--- config.mk ---
export PLATFORM = sky130hd
export DESIGN_NAME = rgb_to_hsv_converter_flat
export DESIGN_NICKNAME = d
export VERILOG_FILES = /design/src/rtl/rhc_pkg.sv /design/src/rtl/rhc_if.sv /design/src/rtl/rhc_front.sv /design/src/rtl/rhc_div_cell.sv /design/src/rtl/rhc_back.sv /design/src/rtl/rgb_to_hsv_converter.sv /design/src/flat_wrapper.sv
export SDC_FILE = /design/constraint.sdc
export NUM_CORES = 1
export LEC_CHECK = 0
export BUFFER_PORTS_ARGS = -buffer_cell sky130_fd_sc_hd__buf_2
export CAP_MARGIN = 15
export CELL_PAD_IN_SITES_DETAIL_PLACEMENT = 0
export CELL_PAD_IN_SITES_GLOBAL_PLACEMENT = 1
export CORE_MARGIN = 3
export CORE_UTILIZATION = 54
export CTS_BUF_LIST = sky130_fd_sc_hd__clkbuf_4
export DETAILED_ROUTE_END_ITERATION = 8
export PLACE_DENSITY_LB_ADDON = 0.1
export SLEW_MARGIN = 40
export SYNTH_ARGS = -nofsm -noshare
export SYNTH_HDL_FRONTEND = slang
export SYNTH_SLANG_ARGS = --single-unit
--- constraint.sdc ---
create_clock -name clk -period 3.37 [get_ports clk]
set_input_delay 0.337 -clock clk [delete_from_list [all_inputs] [get_ports clk]]
set_output_delay 0.337 -clock clk [all_outputs]
set_load 0.05 [all_outputs]
--- src/rtl/rhc_pkg.sv ---
// Shared types and constants for the RGB to HSV converter.
`default_nettype none

package rhc_pkg;

	// Degrees in one sixth of the hue circle and in the whole circle
	localparam int unsigned DEG_SIXTH      = 60;
	localparam int unsigned DEG_CIRCLE     = 360;
	// Integer bits of the hue angle (0..359) and bits of one sixth (0..60)
	localparam int unsigned HUE_INT_BITS   = 9;
	localparam int unsigned SIXTH_INT_BITS = 6;

	// Which component is the largest; ties go to red, then green
	typedef enum logic [1:0] {
		SECTOR_RED   = 2'b00,
		SECTOR_GREEN = 2'b01,
		SECTOR_BLUE  = 2'b10
	} sector_t;

	// Hue bookkeeping that rides along the divider chain
	typedef struct packed {
		sector_t sector;
		logic    neg;
	} tag_t;

endpackage

`default_nettype wire

--- src/rtl/rhc_if.sv ---
// Valid/ready channel interfaces for RGB pixels in and HSV results out.
`default_nettype none

interface rhc_pixel_if #(
	parameter int unsigned COMPONENT_BITS = 8
);
	logic                      valid;
	logic                      ready;
	logic [COMPONENT_BITS-1:0] red;
	logic [COMPONENT_BITS-1:0] green;
	logic [COMPONENT_BITS-1:0] blue;

	modport source (output valid, output red, output green, output blue, input ready);
	modport sink   (input valid, input red, input green, input blue, output ready);
endinterface

interface rhc_hsv_if #(
	parameter int unsigned COMPONENT_BITS = 8,
	parameter int unsigned HUE_FRAC_BITS  = 4
);
	logic                                           valid;
	logic                                           ready;
	logic [rhc_pkg::HUE_INT_BITS+HUE_FRAC_BITS-1:0] hue;
	logic [COMPONENT_BITS-1:0]                      saturation;
	logic [COMPONENT_BITS-1:0]                      brightness;
	logic                                           hue_undefined;

	modport source (output valid, output hue, output saturation, output brightness,
		output hue_undefined, input ready);
	modport sink   (input valid, input hue, input saturation, input brightness,
		input hue_undefined, output ready);
endinterface

`default_nettype wire

--- src/rtl/rhc_front.sv ---
// Front stage: max, min, delta, hue sector and the two divider numerators.
`default_nettype none

module rhc_front #(
	parameter int unsigned COMPONENT_BITS = 8,
	parameter int unsigned HUE_FRAC_BITS  = 4,
	parameter int unsigned STEPS          = 12
) (
	input  wire logic                                 clk,
	input  wire logic                                 arst_n,
	input  wire logic                                 adv,
	input  wire logic                                 valid_in,
	input  wire logic [COMPONENT_BITS-1:0]            red,
	input  wire logic [COMPONENT_BITS-1:0]            green,
	input  wire logic [COMPONENT_BITS-1:0]            blue,
	output logic                                      valid,
	output rhc_pkg::tag_t                             tag,
	output logic [1:0][COMPONENT_BITS-1:0]            div,
	output logic [1:0][COMPONENT_BITS-1:0]            rem,
	output logic [1:0][STEPS-1:0]                     low
);

	localparam int unsigned NW    = COMPONENT_BITS + STEPS;
	localparam int unsigned SIXTH = rhc_pkg::DEG_SIXTH << HUE_FRAC_BITS;

	logic [COMPONENT_BITS-1:0] hi, lo, delta, opa, opb, mag;
	logic                      neg;
	rhc_pkg::sector_t          sector;
	logic [NW-1:0]             sat_num, hue_num;

	logic                             valid_q;
	rhc_pkg::tag_t                    tag_q;
	logic [1:0][COMPONENT_BITS-1:0]   div_q, rem_q;
	logic [1:0][STEPS-1:0]            low_q;

	// Pick the largest component and the difference that sets the hue offset
	always_comb begin
		if (red >= green && red >= blue) begin
			sector = rhc_pkg::SECTOR_RED;
			hi     = red;
			opa    = green;
			opb    = blue;
		end else if (green >= blue) begin
			sector = rhc_pkg::SECTOR_GREEN;
			hi     = green;
			opa    = blue;
			opb    = red;
		end else begin
			sector = rhc_pkg::SECTOR_BLUE;
			hi     = blue;
			opa    = red;
			opb    = green;
		end
		lo = red;
		if (green < lo) begin
			lo = green;
		end
		if (blue < lo) begin
			lo = blue;
		end
		delta = hi - lo;
		neg   = opa < opb;
		mag   = neg ? (opb - opa) : (opa - opb);
	end

	// Numerators: full scale times delta, and magnitude times one sixth
	assign sat_num = (NW'(delta) << COMPONENT_BITS) - NW'(delta);
	assign hue_num = NW'(mag) * NW'(SIXTH);

	// Hold the valid bit
	always_ff @(posedge clk or negedge arst_n) begin
		if (!arst_n) begin
			valid_q <= 1'b0;
		end else if (adv) begin
			valid_q <= valid_in;
		end
	end

	// Load the divider operands; lane 0 is saturation, lane 1 is hue
	always_ff @(posedge clk) begin
		if (adv && valid_in) begin
			tag_q.sector <= sector;
			tag_q.neg    <= neg;
			div_q[0]     <= hi;
			div_q[1]     <= delta;
			rem_q[0]     <= sat_num[NW-1:STEPS];
			rem_q[1]     <= hue_num[NW-1:STEPS];
			low_q[0]     <= sat_num[STEPS-1:0];
			low_q[1]     <= hue_num[STEPS-1:0];
		end
	end

	assign valid = valid_q;
	assign tag   = tag_q;
	assign div   = div_q;
	assign rem   = rem_q;
	assign low   = low_q;

endmodule

`default_nettype wire

--- src/rtl/rhc_div_cell.sv ---
// Divider cell: one restoring quotient bit for each of two lanes, registered.
`default_nettype none

module rhc_div_cell #(
	parameter int unsigned COMPONENT_BITS = 8,
	parameter int unsigned STEPS          = 12
) (
	input  wire logic                                 clk,
	input  wire logic                                 arst_n,
	input  wire logic                                 adv,
	input  wire logic                                 valid_in,
	input  wire rhc_pkg::tag_t                        tag_in,
	input  wire logic [1:0][COMPONENT_BITS-1:0]       div_in,
	input  wire logic [1:0][COMPONENT_BITS-1:0]       rem_in,
	input  wire logic [1:0][STEPS-1:0]                low_in,
	output logic                                      valid,
	output rhc_pkg::tag_t                             tag,
	output logic [1:0][COMPONENT_BITS-1:0]            div,
	output logic [1:0][COMPONENT_BITS-1:0]            rem,
	output logic [1:0][STEPS-1:0]                     low
);

	logic [1:0][COMPONENT_BITS:0]     trial, trial_sub;
	logic [1:0]                       fits;
	logic [1:0][COMPONENT_BITS-1:0]   rem_nx;
	logic [1:0][STEPS-1:0]            low_nx;

	logic                             valid_q;
	rhc_pkg::tag_t                    tag_q;
	logic [1:0][COMPONENT_BITS-1:0]   div_q, rem_q;
	logic [1:0][STEPS-1:0]            low_q;

	// Shift in the next numerator bit, subtract the divisor where it fits
	always_comb begin
		for (int l = 0; l < 2; l++) begin
			trial[l]     = {rem_in[l], low_in[l][STEPS-1]};
			trial_sub[l] = trial[l] - {1'b0, div_in[l]};
			fits[l]      = trial[l] >= {1'b0, div_in[l]};
			rem_nx[l]    = fits[l] ? trial_sub[l][COMPONENT_BITS-1:0]
				: trial[l][COMPONENT_BITS-1:0];
			low_nx[l]    = {low_in[l][STEPS-2:0], fits[l]};
		end
	end

	// Hold the valid bit
	always_ff @(posedge clk or negedge arst_n) begin
		if (!arst_n) begin
			valid_q <= 1'b0;
		end else if (adv) begin
			valid_q <= valid_in;
		end
	end

	// Advance the partial results to the next cell
	always_ff @(posedge clk) begin
		if (adv && valid_in) begin
			tag_q <= tag_in;
			div_q <= div_in;
			rem_q <= rem_nx;
			low_q <= low_nx;
		end
	end

	assign valid = valid_q;
	assign tag   = tag_q;
	assign div   = div_q;
	assign rem   = rem_q;
	assign low   = low_q;

	// The partial remainder stays below a nonzero divisor
	a_sat_rem_below_div: assert property (@(posedge clk) disable iff (!arst_n)
		valid_q && div_q[0] != '0 |-> rem_q[0] < div_q[0])
		else $error("saturation lane remainder not below divisor");

	a_hue_rem_below_div: assert property (@(posedge clk) disable iff (!arst_n)
		valid_q && div_q[1] != '0 |-> rem_q[1] < div_q[1])
		else $error("hue lane remainder not below divisor");

endmodule

`default_nettype wire

--- src/rtl/rhc_back.sv ---
// Back stage: assemble hue and saturation from the quotients, output register.
`default_nettype none

module rhc_back #(
	parameter int unsigned COMPONENT_BITS = 8,
	parameter int unsigned HUE_FRAC_BITS  = 4,
	parameter int unsigned STEPS          = 12
) (
	input  wire logic                                         clk,
	input  wire logic                                         arst_n,
	input  wire logic                                         adv,
	input  wire logic                                         valid_in,
	input  wire rhc_pkg::tag_t                                tag_in,
	input  wire logic [1:0][COMPONENT_BITS-1:0]               div_in,
	input  wire logic [1:0][STEPS-1:0]                        low_in,
	output logic                                              valid,
	output logic [rhc_pkg::HUE_INT_BITS+HUE_FRAC_BITS-1:0]    hue,
	output logic [COMPONENT_BITS-1:0]                         saturation,
	output logic [COMPONENT_BITS-1:0]                         brightness,
	output logic                                              hue_undefined
);

	localparam int unsigned HW     = rhc_pkg::HUE_INT_BITS + HUE_FRAC_BITS;
	localparam int unsigned SIXTH  = rhc_pkg::DEG_SIXTH << HUE_FRAC_BITS;
	localparam int unsigned CIRCLE = rhc_pkg::DEG_CIRCLE << HUE_FRAC_BITS;

	logic [HW-1:0]             q_hue, base, hue_nx;
	logic [STEPS-1:0]          q_sat;
	logic [COMPONENT_BITS-1:0] sat_nx;

	logic                      valid_q;
	logic [HW-1:0]             hue_q;
	logic [COMPONENT_BITS-1:0] sat_q, bright_q;
	logic                      undef_q;

	assign q_hue = HW'(low_in[1]);
	assign q_sat = low_in[0];

	// Sector base angle
	always_comb begin
		case (tag_in.sector)
			rhc_pkg::SECTOR_GREEN: base = HW'(2 * SIXTH);
			rhc_pkg::SECTOR_BLUE:  base = HW'(4 * SIXTH);
			default:               base = '0;
		endcase
	end

	// Add or subtract the offset; wrap a negative red hue onto the circle
	always_comb begin
		if (div_in[1] == '0) begin
			hue_nx = '0;
		end else if (tag_in.neg) begin
			if (tag_in.sector == rhc_pkg::SECTOR_RED) begin
				hue_nx = (q_hue == '0) ? '0 : HW'(CIRCLE) - q_hue;
			end else begin
				hue_nx = base - q_hue;
			end
		end else begin
			hue_nx = base + q_hue;
		end
		sat_nx = (div_in[0] == '0) ? '0 : q_sat[COMPONENT_BITS-1:0];
	end

	// Hold the valid bit of the output register
	always_ff @(posedge clk or negedge arst_n) begin
		if (!arst_n) begin
			valid_q <= 1'b0;
		end else if (adv) begin
			valid_q <= valid_in;
		end
	end

	// Load the finished item
	always_ff @(posedge clk) begin
		if (adv && valid_in) begin
			hue_q    <= hue_nx;
			sat_q    <= sat_nx;
			bright_q <= div_in[0];
			undef_q  <= div_in[0] == '0;
		end
	end

	assign valid         = valid_q;
	assign hue           = hue_q;
	assign saturation    = sat_q;
	assign brightness    = bright_q;
	assign hue_undefined = undef_q;

endmodule

`default_nettype wire

--- src/rtl/rgb_to_hsv_converter.sv ---
// Pipeline: the front register, STEPS divider cells and the output register, where STEPS =
//   max(COMPONENT_BITS, HUE_FRAC_BITS + 6).
// Throughput: one item per cycle while the chain is not stalled; a row of STEPS divider cells, one quotient
//   bit each for saturation and hue, sits between the front and output registers.
// The whole chain stalls only while a result waits and the sink is not ready.
// Reset clears the valid bits of every stage; payload registers are not reset.
`default_nettype none

module rgb_to_hsv_converter #(
	parameter int unsigned COMPONENT_BITS = 8,
	parameter int unsigned HUE_FRAC_BITS  = 4
) (
	input  wire logic  clk,
	input  wire logic  arst_n,
	rhc_pixel_if.sink  pixel,
	rhc_hsv_if.source  hsv
);

	localparam int unsigned HUE_STEPS = HUE_FRAC_BITS + rhc_pkg::SIXTH_INT_BITS;
	localparam int unsigned STEPS     = (COMPONENT_BITS > HUE_STEPS) ? COMPONENT_BITS
		: HUE_STEPS;
	localparam int unsigned HW        = rhc_pkg::HUE_INT_BITS + HUE_FRAC_BITS;
	localparam int unsigned CIRCLE    = rhc_pkg::DEG_CIRCLE << HUE_FRAC_BITS;

	logic                              adv;
	logic                              out_valid;
	logic                              chain_valid [STEPS+1];
	rhc_pkg::tag_t                     chain_tag   [STEPS+1];
	logic [1:0][COMPONENT_BITS-1:0]    chain_div   [STEPS+1];
	logic [1:0][COMPONENT_BITS-1:0]    chain_rem   [STEPS+1];
	logic [1:0][STEPS-1:0]             chain_low   [STEPS+1];

	// Advance everything unless a finished result is being held
	assign adv         = !out_valid || hsv.ready;
	assign pixel.ready = adv;

	rhc_front #(
		.COMPONENT_BITS (COMPONENT_BITS),
		.HUE_FRAC_BITS  (HUE_FRAC_BITS),
		.STEPS          (STEPS)
	) u_front (
		.clk      (clk),
		.arst_n   (arst_n),
		.adv      (adv),
		.valid_in (pixel.valid),
		.red      (pixel.red),
		.green    (pixel.green),
		.blue     (pixel.blue),
		.valid    (chain_valid[0]),
		.tag      (chain_tag[0]),
		.div      (chain_div[0]),
		.rem      (chain_rem[0]),
		.low      (chain_low[0])
	);

	// Row of divider cells
	for (genvar i = 0; i < STEPS; i++) begin : g_cell
		rhc_div_cell #(
			.COMPONENT_BITS (COMPONENT_BITS),
			.STEPS          (STEPS)
		) u_cell (
			.clk      (clk),
			.arst_n   (arst_n),
			.adv      (adv),
			.valid_in (chain_valid[i]),
			.tag_in   (chain_tag[i]),
			.div_in   (chain_div[i]),
			.rem_in   (chain_rem[i]),
			.low_in   (chain_low[i]),
			.valid    (chain_valid[i+1]),
			.tag      (chain_tag[i+1]),
			.div      (chain_div[i+1]),
			.rem      (chain_rem[i+1]),
			.low      (chain_low[i+1])
		);
	end

	rhc_back #(
		.COMPONENT_BITS (COMPONENT_BITS),
		.HUE_FRAC_BITS  (HUE_FRAC_BITS),
		.STEPS          (STEPS)
	) u_back (
		.clk           (clk),
		.arst_n        (arst_n),
		.adv           (adv),
		.valid_in      (chain_valid[STEPS]),
		.tag_in        (chain_tag[STEPS]),
		.div_in        (chain_div[STEPS]),
		.low_in        (chain_low[STEPS]),
		.valid         (out_valid),
		.hue           (hsv.hue),
		.saturation    (hsv.saturation),
		.brightness    (hsv.brightness),
		.hue_undefined (hsv.hue_undefined)
	);

	assign hsv.valid = out_valid;

	// Hue always lands inside the circle
	a_hue_in_range: assert property (@(posedge clk) disable iff (!arst_n)
		out_valid |-> hsv.hue < HW'(CIRCLE))
		else $error("hue outside the circle");

	// A black pixel gives zero hue and saturation
	a_black_pixel: assert property (@(posedge clk) disable iff (!arst_n)
		out_valid && hsv.hue_undefined |->
			hsv.brightness == '0 && hsv.saturation == '0 && hsv.hue == '0)
		else $error("black pixel with nonzero hue or saturation");

	// Hue is defined exactly when some component is nonzero
	a_defined_hue: assert property (@(posedge clk) disable iff (!arst_n)
		out_valid && !hsv.hue_undefined |-> hsv.brightness != '0)
		else $error("defined hue with zero brightness");

endmodule

`default_nettype wire
--- src/flat_wrapper.sv ---
// flat-port wrapper written by rule: the top's interface ports become plain ports
module rgb_to_hsv_converter_flat 
#(
	parameter int unsigned COMPONENT_BITS = 8,
	parameter int unsigned HUE_FRAC_BITS  = 4
)
  (clk, arst_n, pixel_valid, pixel_red, pixel_green, pixel_blue, pixel_ready, hsv_valid, hsv_hue, hsv_saturation, hsv_brightness, hsv_hue_undefined, hsv_ready);
  rhc_pixel_if #(.COMPONENT_BITS(COMPONENT_BITS)) pixel_i ();
  rhc_hsv_if #(.COMPONENT_BITS(COMPONENT_BITS), .HUE_FRAC_BITS(HUE_FRAC_BITS)) hsv_i ();
  input  wire logic clk;
  input  wire logic arst_n;
  input wire logic [$bits(pixel_i.valid)-1:0] pixel_valid;
  input wire logic [$bits(pixel_i.red)-1:0] pixel_red;
  input wire logic [$bits(pixel_i.green)-1:0] pixel_green;
  input wire logic [$bits(pixel_i.blue)-1:0] pixel_blue;
  output wire logic [$bits(pixel_i.ready)-1:0] pixel_ready;
  output wire logic [$bits(hsv_i.valid)-1:0] hsv_valid;
  output wire logic [$bits(hsv_i.hue)-1:0] hsv_hue;
  output wire logic [$bits(hsv_i.saturation)-1:0] hsv_saturation;
  output wire logic [$bits(hsv_i.brightness)-1:0] hsv_brightness;
  output wire logic [$bits(hsv_i.hue_undefined)-1:0] hsv_hue_undefined;
  input wire logic [$bits(hsv_i.ready)-1:0] hsv_ready;
  assign pixel_i.valid = pixel_valid;
  assign pixel_i.red = pixel_red;
  assign pixel_i.green = pixel_green;
  assign pixel_i.blue = pixel_blue;
  assign pixel_ready = pixel_i.ready;
  assign hsv_valid = hsv_i.valid;
  assign hsv_hue = hsv_i.hue;
  assign hsv_saturation = hsv_i.saturation;
  assign hsv_brightness = hsv_i.brightness;
  assign hsv_hue_undefined = hsv_i.hue_undefined;
  assign hsv_i.ready = hsv_ready;
  rgb_to_hsv_converter #(.COMPONENT_BITS(COMPONENT_BITS), .HUE_FRAC_BITS(HUE_FRAC_BITS)) u_core (.clk(clk), .arst_n(arst_n), .pixel(pixel_i), .hsv(hsv_i));
endmodule
Word-level counts from Yosys, hierarchy flattened
Index checks and enable logic that the tools add are counted.
Widths: inputs -> output; s select.
{"block": "totals", "word_cells": 212, "register_bits": 583, "output_inout_bits": 32, "inputBits": 28}
{"block": "op_classes", "mul": 1, "eq_ne": 2, "order_cmp": 26, "reduce_logical": 19, "mux": 32, "n_addsub": 25}
{"operator": "$mux 8", "n": 27}
{"operator": "$ge 9x8->1", "n": 20}
{"operator": "$sub 8x8->8", "n": 21}
{"operator": "$mux 13", "n": 3}
{"operator": "$ge 8x8->1", "n": 3}
{"operator": "$lt 8x8->1", "n": 3}
{"operator": "$pmux 12 s2", "n": 1}
{"operator": "$sub 16x8->17", "n": 1}
{"operator": "$logic_not 8->1", "n": 2}
{"operator": "$add 13x10->13", "n": 1}
{"operator": "$logic_and 1x1->1", "n": 13}
{"operator": "$logic_not 13->1", "n": 1}
{"operator": "$sub 13x10->13", "n": 1}
{"operator": "$sub 13x10->13 const A", "n": 1}
{"operator": "$mul 8x4->12 const B", "n": 1}
{"operator": "$eq 2x1->1 const B", "n": 1}
{"operator": "$eq 2x2->1 const B", "n": 1}
{"operator": "$logic_not 2->1", "n": 1}
{"operator": "$mux 2", "n": 1}
{"operator": "$logic_not 1->1", "n": 1}
{"operator": "$logic_or 1x1->1", "n": 1}

Longest topological paths before layout
Gate-level depths: netlist (run 1).
{"block": "depth", "word_depth": 6, "mapped_depth": 35, "depth_no_buf": 32}

Hierarchy
A second synthesis (run 1) with hierarchy kept.
{"block": "hier_totals", "hier_cells": 2557, "hier_area_um2": 33594.7}
{"mod": "rhc_div_cell (u_core.g_cell[1].u_cell ...)", "area_per_inst_um2": 2641.3, "cells_per_inst": 184, "instances": 5}
{"mod": "rhc_div_cell (u_core.g_cell[0].u_cell ...)", "area_per_inst_um2": 2665.1, "cells_per_inst": 187, "instances": 3}
{"mod": "rhc_front", "area_per_inst_um2": 5079.9, "cells_per_inst": 519, "instances": 1}
{"mod": "rhc_div_cell (u_core.g_cell[9].u_cell)", "area_per_inst_um2": 2696.3, "cells_per_inst": 189, "instances": 1}
{"mod": "rhc_div_cell (u_core.g_cell[6].u_cell)", "area_per_inst_um2": 2683.8, "cells_per_inst": 193, "instances": 1}
{"mod": "rhc_back", "area_per_inst_um2": 1926.8, "cells_per_inst": 174, "instances": 1}
{"mod": "rgb_to_hsv_converter", "area_per_inst_um2": 6.3, "cells_per_inst": 1, "instances": 1}

Least setup slack after synthesis (run 1)
No wires, ideal clock.
{"block": "synth_timing", "path_kind": "input to register", "startpoint": "in pixel_green[0]", "endpoint": "reg u_core.u_front.rem_q (netlist bit u_core.u_front.rem[15]), data pin", "required_ps": 3112, "n_path_buf": 4, "slack_ps": -3768, "arrival_time_ps": 6881, "path_stages": 33, "setup_time_ps": 258, "path_cell_list": "clkbuf_1 inv_1 ha_1 nand2b_1 a2111oi_2 o31ai_2 clkbuf_1 clkbuf_1 nor2_1 a21oi_1 nor2_1 a21oi_1 inv_1 ha_1 or4_4 o22ai_4 buf_4 a21oi_1 a311oi_1 nor2b_1 o21ai_0 nand2_1 xnor2_1 fa_1 fa_1 inv_1 ha_1 inv_1 o21bai_1 a21oi_1 o21bai_1 a21oi_1 xnor2_1"}
{"block": "synth_via", "elab_chain_cells": 6}
{"item": "start: declaration", "line": "flat_wrapper.sv:14", "source": "input wire logic [$bits(pixel_i.green)-1:0] pixel_green;"}
{"item": "$ge 8x8->1 (on tied branches)", "line": "rhc_front.sv:43, rhc_front.sv:38"}
{"item": "$mux 8 / $logic_and 1x1->1 (equally long branches)", "line": "rhc_front.sv:43, rhc_front.sv:38"}
{"item": "$mux 8", "line": "rhc_front.sv:38", "source": "if (red >= green && red >= blue) begin"}
{"item": "$lt 8x8->1 *", "line": "rhc_front.sv:62", "source": "neg = opa < opb;"}
{"item": "via u_core.u_front.neg", "line": "rhc_front.sv:27", "source": "logic neg;"}
{"item": "$mux 8 *", "line": "rhc_front.sv:63", "source": "mag = neg ? (opb - opa) : (opa - opb);"}
{"item": "$mul 8x4->12 *", "line": "rhc_front.sv:68", "source": "assign hue_num = NW'(mag) * NW'(SIXTH);"}
{"item": "via u_core.u_front.hue_num[17]", "line": "rhc_front.sv:29", "source": "logic [NW-1:0] sat_num, hue_num;"}
{"item": "end: declaration", "line": "rhc_front.sv:33", "source": "logic [1:0][COMPONENT_BITS-1:0] div_q, rem_q;"}
The timed path passes the listed nets; every way through them passes the cells marked *.
A chain may end at the register's enable or synchronous reset.

Worst setup path in the final report (run 1)
{"block": "layout_timing", "startpoint": "in pixel_green[1]", "endpoint": "reg u_core.u_front.rem_q (netlist bit u_core.u_front.rem[15]), data pin"}
{"block": "layout_via", "elab_chain_cells": 6}
{"item": "$ge 8x8->1 (on tied branches)", "line": "rhc_front.sv:43, rhc_front.sv:38"}
{"item": "$mux 8 / $logic_and 1x1->1 (equally long branches)", "line": "rhc_front.sv:43, rhc_front.sv:38"}
{"item": "$mux 8", "line": "rhc_front.sv:38"}
{"item": "$sub 8x8->8 / $lt 8x8->1 (equally long branches)", "line": "rhc_front.sv:63, rhc_front.sv:62"}
{"item": "$mux 8 *", "line": "rhc_front.sv:63"}
{"item": "$mul 8x4->12 *", "line": "rhc_front.sv:68"}
{"item": "via u_core.u_front.hue_num[17]", "line": "rhc_front.sv:29"}
Marks and branches as above.

==> run summary, run 1 <==
Setup repair after global routing could not meet its margin everywhere. The die is 237 µm tall. The floorplan step defined a die boundary enclosing 56,000 µm². The number of buffers on the longest clock path was 3; the number of clock sinks was 556.

The first detailed-routing pass ran for 5 iterations. Commonest register cell after synthesis: edfxtp_1. Total setup violations reported at the end of the flow: 32. The post-synthesis cell count is 2,264, and the area growth from synthesis to layout is 21.9%. The number of storage elements in the synthesis netlist is 556. The floorplan has 83 rows.

At the end of routability-driven placement, the weighted congestion stood at 0.866. In this run the number of H-tree levels came out at 4. The run gives 0 as the final hold violation count.

The tools report the nature of the critical path startpoint as an input pin. The CTS clock-pin slew for the worst setup and hold paths was 0.06 ns; the synthesized-area fraction occupied by xor and xnor cells was 0.0291. The count of flip-flops with a built-in enable after synthesis was 544. The tool flagged a number of max-cap violations equal to 0.

The multiplexer share of the synthesized area is 0.0592, and the share of layout cells above drive strength 1 is 0.296. The path class of the tightest hold or removal check is input pin to register. The placed instances occupy a cell area of 31,700 µm².

The count of final max-slew check failures was 0. In this design, the stage delay of the slowest critical-path cell is 0.53 ns. The average vias per placed instance is 5.18. Worst hold-check slack: 0.159 ns.

The logs give 0.90 ns for the clock insertion delay at the later pin of the skew report and 0 for the post-route antenna net violation count. The setup slack of the critical path after layout was -2.18 ns; the share of flip-flops with an asynchronous set or reset after synthesis was 0.0216. The first global-routing pass estimated 88,300 µm of wire. The global-route total usage across every layer was 0.193. Summed over all instances, the cell type with the most area after synthesis is edfxtp_1. The minimum clock period was 5.55 ns.

The most numerous cell type found on the critical path is a21oi_2. For the number of antenna violations at the first check in global routing, the log shows 1. Across all layers, the routed design uses 18,100 vias.

Once placement completed, the tool counted placed cells totaling 3,190. The critical path is of the input pin to register type. The final reports fail on negative setup slack.

Adder-cell share of the synthesized area: 0.128. The simple-gate share of the synthesized area is 0.0776, and the top achievable clock speed is 180 MHz. The total wire length is 53,500 µm, and the total nets after synthesis is 2,565. The per-instance average area after synthesis is 12.7 µm². The initial cell density of the core came out at 0.553. Type of element capturing the critical path: a register.

The Yosys warning count was 0; the top cell type's share of synthesized area was 0.569. The run gives 19,000 as the number of global-route vias before repair. After synthesis, the cell types taking the most area are edfxtp_1 (57%), ha_1 (11%), inv_1 (4.2%). The pin count of the biggest net entering global routing was 52; the remaining global-route overflow was 0. STA puts the critical path data required time at 4.02 ns. TritonCTS built the clock tree.

The total area inside the core boundary comes to 51,900 µm². The DRC violation total after the first TritonRoute iteration came out at 725. The final non-filler cell area is 35,000 µm².

The layout has 3,827 filler cells. The maximum fanout count along the critical path was 6; the synthesized-area fraction occupied by ao, oa, aoi and oai cells was 0.0825. Transition time at the pin with the least slew margin: 0.665 ns. The critical path contains buffers and inverters numbering 8 combined. The fraction of the cycle the final worst path needs came out at 1.65. On the critical path, the stage with the largest delay is an instance of or4_4.

The part of the Yosys area used for sequential elements was 0.579. For the number of buffers created by CTS, the log shows 144. The kind of cell with the highest combined delay on the critical path is compound AO/OA/AOI/OAI gates.

The worst-case clock skew was 0.0676 ns; the area of the mapped netlist was 28,700 µm². The run finished, with violations left. Dominant combinational cell family by area after synthesis: adder cells.

The run gives 39,200 µm as the detailed-placement wirelength estimate. For the relative slew slack, the log shows 0.552. For the total number of nets in the final design, the log shows 3,018. The routed length per instance came out at 15.3 µm. Input and output buffers added on the ports amount to 59. The logs give 6.19 ns for the critical path data arrival time and 0 for the number of DRC violations after detailed routing. The root buffer selected by CTS was clkbuf_4. The top-level port count was 60; the count of placed standard cells in the final layout, fillers left out was 3,497.

The floorplan step set the die width to 237 µm. Yosys mapped the design onto 70 distinct sky130hd cell types.
[placed cells by master, fill, tap and decap left out, types with 52 or more instances in the layout]
cell        n
edfxtp_1  544
mux2_2    102
a21oi_1    61
clkbuf_4  200
inv_1     295
nor2_1    209
nand2_1    67
o21ai_0   107
a21boi_0   52
ha_1      212
buf_4     218
[cell families after synthesis]
logic type / count (synthesis)
other: 1
buffers and inverters: 339
AO/OA/AOI/OAI: 369
multiplexers: 157
XOR/XNOR: 93
adder cells (fa/ha/maj): 274
flip-flops: 556
AND/OR/NAND/NOR: 475
[per-stage QoR]
stage           util  worst slack (ns)  setup TNS (ns)
5_1_grt        0.674             -2.34          -34.24
2_1_floorplan      -             -3.01          -49.58
4_1_cts        0.658             -2.01          -27.07
3_3_place_gp   0.610             -3.23          -65.94
6_report       0.674             -2.18          -30.94
3_5_place_dp   0.610             -3.41          -66.73
[final cells by class]
| class | count | area [µm²] | share of cell area |
|---|---|---|---|
| Inverter | 319 | 1220 | 0.0348 |
| Multi-Input combinational cell | 1370 | 11900 | 0.339 |
| Tap cell | 680 | 851 | 0.0243 |
| Sequential cell | 556 | 16600 | 0.475 |
| Antenna cell | 1 | 2.50 | 0.0000715 |
| Clock inverter | 46 | 339 | 0.00969 |
| Clock buffer | 199 | 1490 | 0.0427 |
| Timing Repair Buffer | 326 | 2610 | 0.0745 |
[cells in the mapped netlist (36+ instances only)]
cell and number:
nor2_1 227, a21oi_1 79, inv_1 318, mux2_2 102
edfxtp_1 544, mux2i_1 55, ha_1 241, o21ai_0 125
nand4_1 36, a21boi_0 52, nand2_1 75, xnor2_1 60
nor2b_1 46
[registers in the layout, indices dropped and copies added (netlist names)]
name,cells
u_core.g_cell.u_cell.div,160
u_core.g_cell.u_cell.low,133
u_core.g_cell.u_cell.rem,144
u_core.g_cell.u_cell.tag,30
u_core.g_cell.u_cell.valid,10
u_core.u_back.brightness,8
u_core.u_back.hue,13
u_core.u_back.hue_undefined,1
u_core.u_back.saturation,8
u_core.u_back.valid,1
u_core.u_front.div,16
u_core.u_front.low,13
u_core.u_front.rem,15
u_core.u_front.tag,3
u_core.u_front.valid,1
[tightest hold or removal path, cell delays in order]
cell and delay (ns):
buf_6 0.09, buf_4 0.10, nand2_1 0.03, o21ai_0 0.20, buf_4 0.15
[path summary, 6_finish.rpt]
| check | from | slack (ns) | cells past startpoint | end |
|---|---|---|---|---|
| max | pixel_green[1] | -2.18 | 31 | u_core.u_front.rem[15] |
| min | pixel_red[4] | 0.16 | 5 | u_core.u_front.div[4] |
| max reg2reg | u_core.g_cell[6].u_cell.div[9] | 0.26 | 11 | u_core.g_cell[7].u_cell.rem[11] |
| min reg2reg | u_core.g_cell[1].u_cell.low[18] | 0.38 | 0 | u_core.g_cell[2].u_cell.low[19] |
| max in group asynchronous | arst_n | 2.44 | 3 | u_core.u_front.valid |
| min in group asynchronous | arst_n | 0.54 | 3 | u_core.g_cell[9].u_cell.valid |
[what timing repair did]
item | 4_1_cts | 5_1_grt
pin swaps | 57 | 79
gates resized for setup | 77 | 147
hold buffers | 5 | 0
setup endpoints to repair | 32 | 62
setup buffers | 39 | 35
cloned | 1 | 0
endpoints found under the hold margin | 15 | 0
[metal layers]
layer | vias up | track usage | part of all wire | wire [µm]
li1 | 9082 | - | - | -
met1 | 8613 | 0.211 | 0.40 | 21300
met2 | 299 | 0.361 | 0.54 | 28800
met3 | 110 | 0.0389 | 0.033 | 1780
met4 | 0 | 0.0841 | 0.029 | 1550
met5 | - | 0 | 0 | 0
Power of run 1 is left out: the tool's default activity adds up to more than one toggle a clock period on the data nets, which glitch-free logic cannot reach.
==> run 2, diff against run 1 <==
==> constraint.sdc (replaced) <==
create_clock -name clk -period 5.8 [get_ports clk]
set_input_delay 0.58 -clock clk [delete_from_list [all_inputs] [get_ports clk]]
set_output_delay 0.58 -clock clk [all_outputs]
set_load 0.05 [all_outputs]
==> run summary, run 2 (synthesized netlist as in run 1, its figures left out) <==
The run finished, with violations left. The final reports fail on negative setup slack. Total wire length: 52,300 µm (-2.2%). Setup repair after global routing could not meet its margin everywhere. The transition time at the pin with the least slew margin works out to 0.826 ns (+0.160 ns). The CTS clock-pin slew for the worst setup and hold paths works out to 0.06 ns (about the same).

The max-cap check violation count came out at 0 (unchanged). The critical path data arrival time is 6.48 ns (+0.29 ns), and the number of clock sinks is 556 (unchanged). The placed cell count is 3,139 (-1.6%). The count of vias placed by the detailed router came out at 17,700 (-2.1%). The commonest non-fill, non-tap cell in the layout was edfxtp_1.

The run gives 5 (unchanged) as the number of detailed-routing iterations run before antenna repair. STA classifies the critical path startpoint as an input pin. The area growth from synthesis to layout came out at 16.7%. For the count of placed standard cells in the final layout, fillers left out, the log shows 3,398 (-2.8%). The end-of-flow core utilization was 0.645 (-0.0288). The type of element capturing the critical path is a register. The fraction of the cycle the final worst path needs came out at 1.01.

The detailed-placement wirelength estimate was 39,100 µm (-0.27%); the placeable core region was 51,900 µm² (unchanged). The run gives 6.44 ns (+2.42 ns) as the data required time of the critical path. The logs give -0.0473 ns (+2.13 ns) for the setup slack of the critical path after layout and 3 (unchanged) for the number of buffers on the longest clock path. The setup TNS is -0.0749 ns (+30.87 ns), and the total number of nets in the final design is 2,927 (-3.0%). The post-route antenna net violation count came out at 0 (unchanged). Flip-flop count of the largest register, all copies and words added: 160 (unchanged). The logs give 52 (unchanged) for the pin count of the biggest net entering global routing and 56,000 µm² (unchanged) for the floorplan die area. The relative slew slack is 0.448 (-0.104), and the fill cell instance count of the final layout is 4,006 (+4.7%). The total setup violations reported at the end of the flow was 2 (-94%). The logs give 0 (unchanged) for the remaining global-route overflow and 0 (unchanged) for the count of final max-slew check failures. The cell family contributing the most delay on the critical path is compound AO/OA/AOI/OAI gates. The share of layout cells above drive strength 1 works out to 0.236 (-0.0598). The die height is 237 µm (unchanged).

The tools report the global-route total usage across every layer as 0.189 (-0.00395). The logs give 18,600 (-1.9%) for the number of global-route vias before repair and 4 (unchanged) for the depth of the CTS H-tree. Initial cell density of the core: 0.553 (unchanged). The slowest cell on the critical path is fa_1. The number of buffers created by CTS was 146 (+1.4%); the area taken by flip-flops and latches was 16,600 µm² (unchanged). The clock insertion delay at the later pin of the skew report is 0.91 ns (about the same). The average vias per placed instance was 5.21 (+0.71%). The top-level port count came out at 60 (unchanged). Routed length per instance: 15.4 µm (+0.64%). The worst hold-check slack was 0.330 ns (+0.171 ns).

The min-delay analysis places its worst path in the category input pin to register. The tools report the number of core rows as 83 (unchanged). The number of input and output port buffers inserted is 59 (unchanged), and the final hold violation count is 0 (unchanged). In the layout the commonest cells are edfxtp_1 (544), inv_1 (306), ha_1 (223). The area of the multi-input gates is 11,300 µm² (-4.8%), and the maximum fanout count along the critical path is 7 (+1). Cell seen most often among critical-path stages: a21oi_2. The run gives 698 (-3.7%) as the DRC violation total after the first TritonRoute iteration. The global-route wire length before repair is 86,400 µm (-2.2%), and the number of buffers and inverters on the critical path is 10 (+2). The critical path in this run is classified as input pin to register.

Worst-case clock skew: 0.0475 ns (-0.0201 ns). The last weighted congestion value of the routability-driven placer is 0.857 (-0.95%). Critical path's largest stage delay: 0.54 ns (about the same).

The tools report the number of DRC violations after detailed routing as 0 (unchanged). TritonCTS built the clock tree. In this run the clock root is driven by a clkbuf_4.

Static timing analysis puts the maximum clock frequency at 171 MHz. Counting I/O delays and the setup requirement, the final critical path takes 5.85 ns. The width of the chip is 237 µm (unchanged), and the number of antenna violations at the first check in global routing is 2 (+1).
run 2: changes by cell type in the layout (fill, tap and decap cells not counted), moves of 9 or more:
cell | previous run | this run
clkbuf_4 | 200 | 191
inv_2 | 24 | 15
buf_6 | 47 | 20
buf_4 | 218 | 153
nor2_1 | 209 | 222
xnor2_1 | 47 | 57
o21ai_0 | 107 | 122
inv_1 | 295 | 306
nor2_2 | 15 | 4
ha_1 | 212 | 223
run 2: worst reg2reg max path, stage by stage (launching register included):
cell and delay, ns:
edfxtp_1 0.43, inv_1 0.08, ha_1 0.24, nor2b_1 0.14
o21ai_0 0.34, a21boi_0 0.19, o21ai_0 0.23, a21boi_0 0.16
o21ai_0 0.29, a21boi_0 0.18, nor2_1 0.57, mux2_2 0.43
run 2: what timing repair did:
action	in CTS	in global routing
pin swaps	5	43
hold endpoints to repair	13	0
hold buffers	3	0
setup buffers	1	15
cloned	1	0
gates resized for setup	3	94
setup endpoints to repair	3	5
run 2: cell type report:
cell class,count,share of cell area
Inverter,319,0.0360
Multi-Input combinational cell,1370,0.337
Tap cell,680,0.0254
Clock buffer,191,0.0428
Sequential cell,556,0.496
Clock inverter,47,0.00937
Timing Repair Buffer,233,0.0529
Antenna cell,2,0.000149
run 2: per-layer routing:
metal  part of all wire  vias to the layer above  GRT usage
li1                   -                     8899          -
met1               0.39                     8423      0.202
met2               0.54                      294      0.357
met3              0.035                      100     0.0436
met4              0.027                        0     0.0786
met5                  0                        -          0
run 2: worst paths after layout:
path	from	to	slack, ns	cells after the start
worst min-delay path	pixel_red[2]	u_core.u_front.div[2]	0.33	4
worst max-delay path	pixel_blue[0]	u_core.u_front.rem[15]	-0.05	35
worst min register to register	u_core.g_cell[2].u_cell.low[7]	u_core.g_cell[3].u_cell.low[8]	0.38	0
min in group asynchronous	arst_n	u_core.g_cell[9].u_cell.valid	0.75	3
max in group asynchronous	arst_n	u_core.g_cell[0].u_cell.valid	4.67	3
worst max register to register	u_core.g_cell[7].u_cell.div[9]	u_core.g_cell[8].u_cell.rem[10]	2.27	11
run 2: stage by stage:
stage / cell area [µm²] / worst slack, ns
2_1_floorplan: 28900 / -0.822
3_3_place_gp: 31100 / -1.09
3_5_place_dp: 31100 / -1.22
4_1_cts: 32900 / 0.00594
5_1_grt: 33500 / -0.198
6_report: 33500 / -0.0473
Power of run 2 is left out for the same reason.
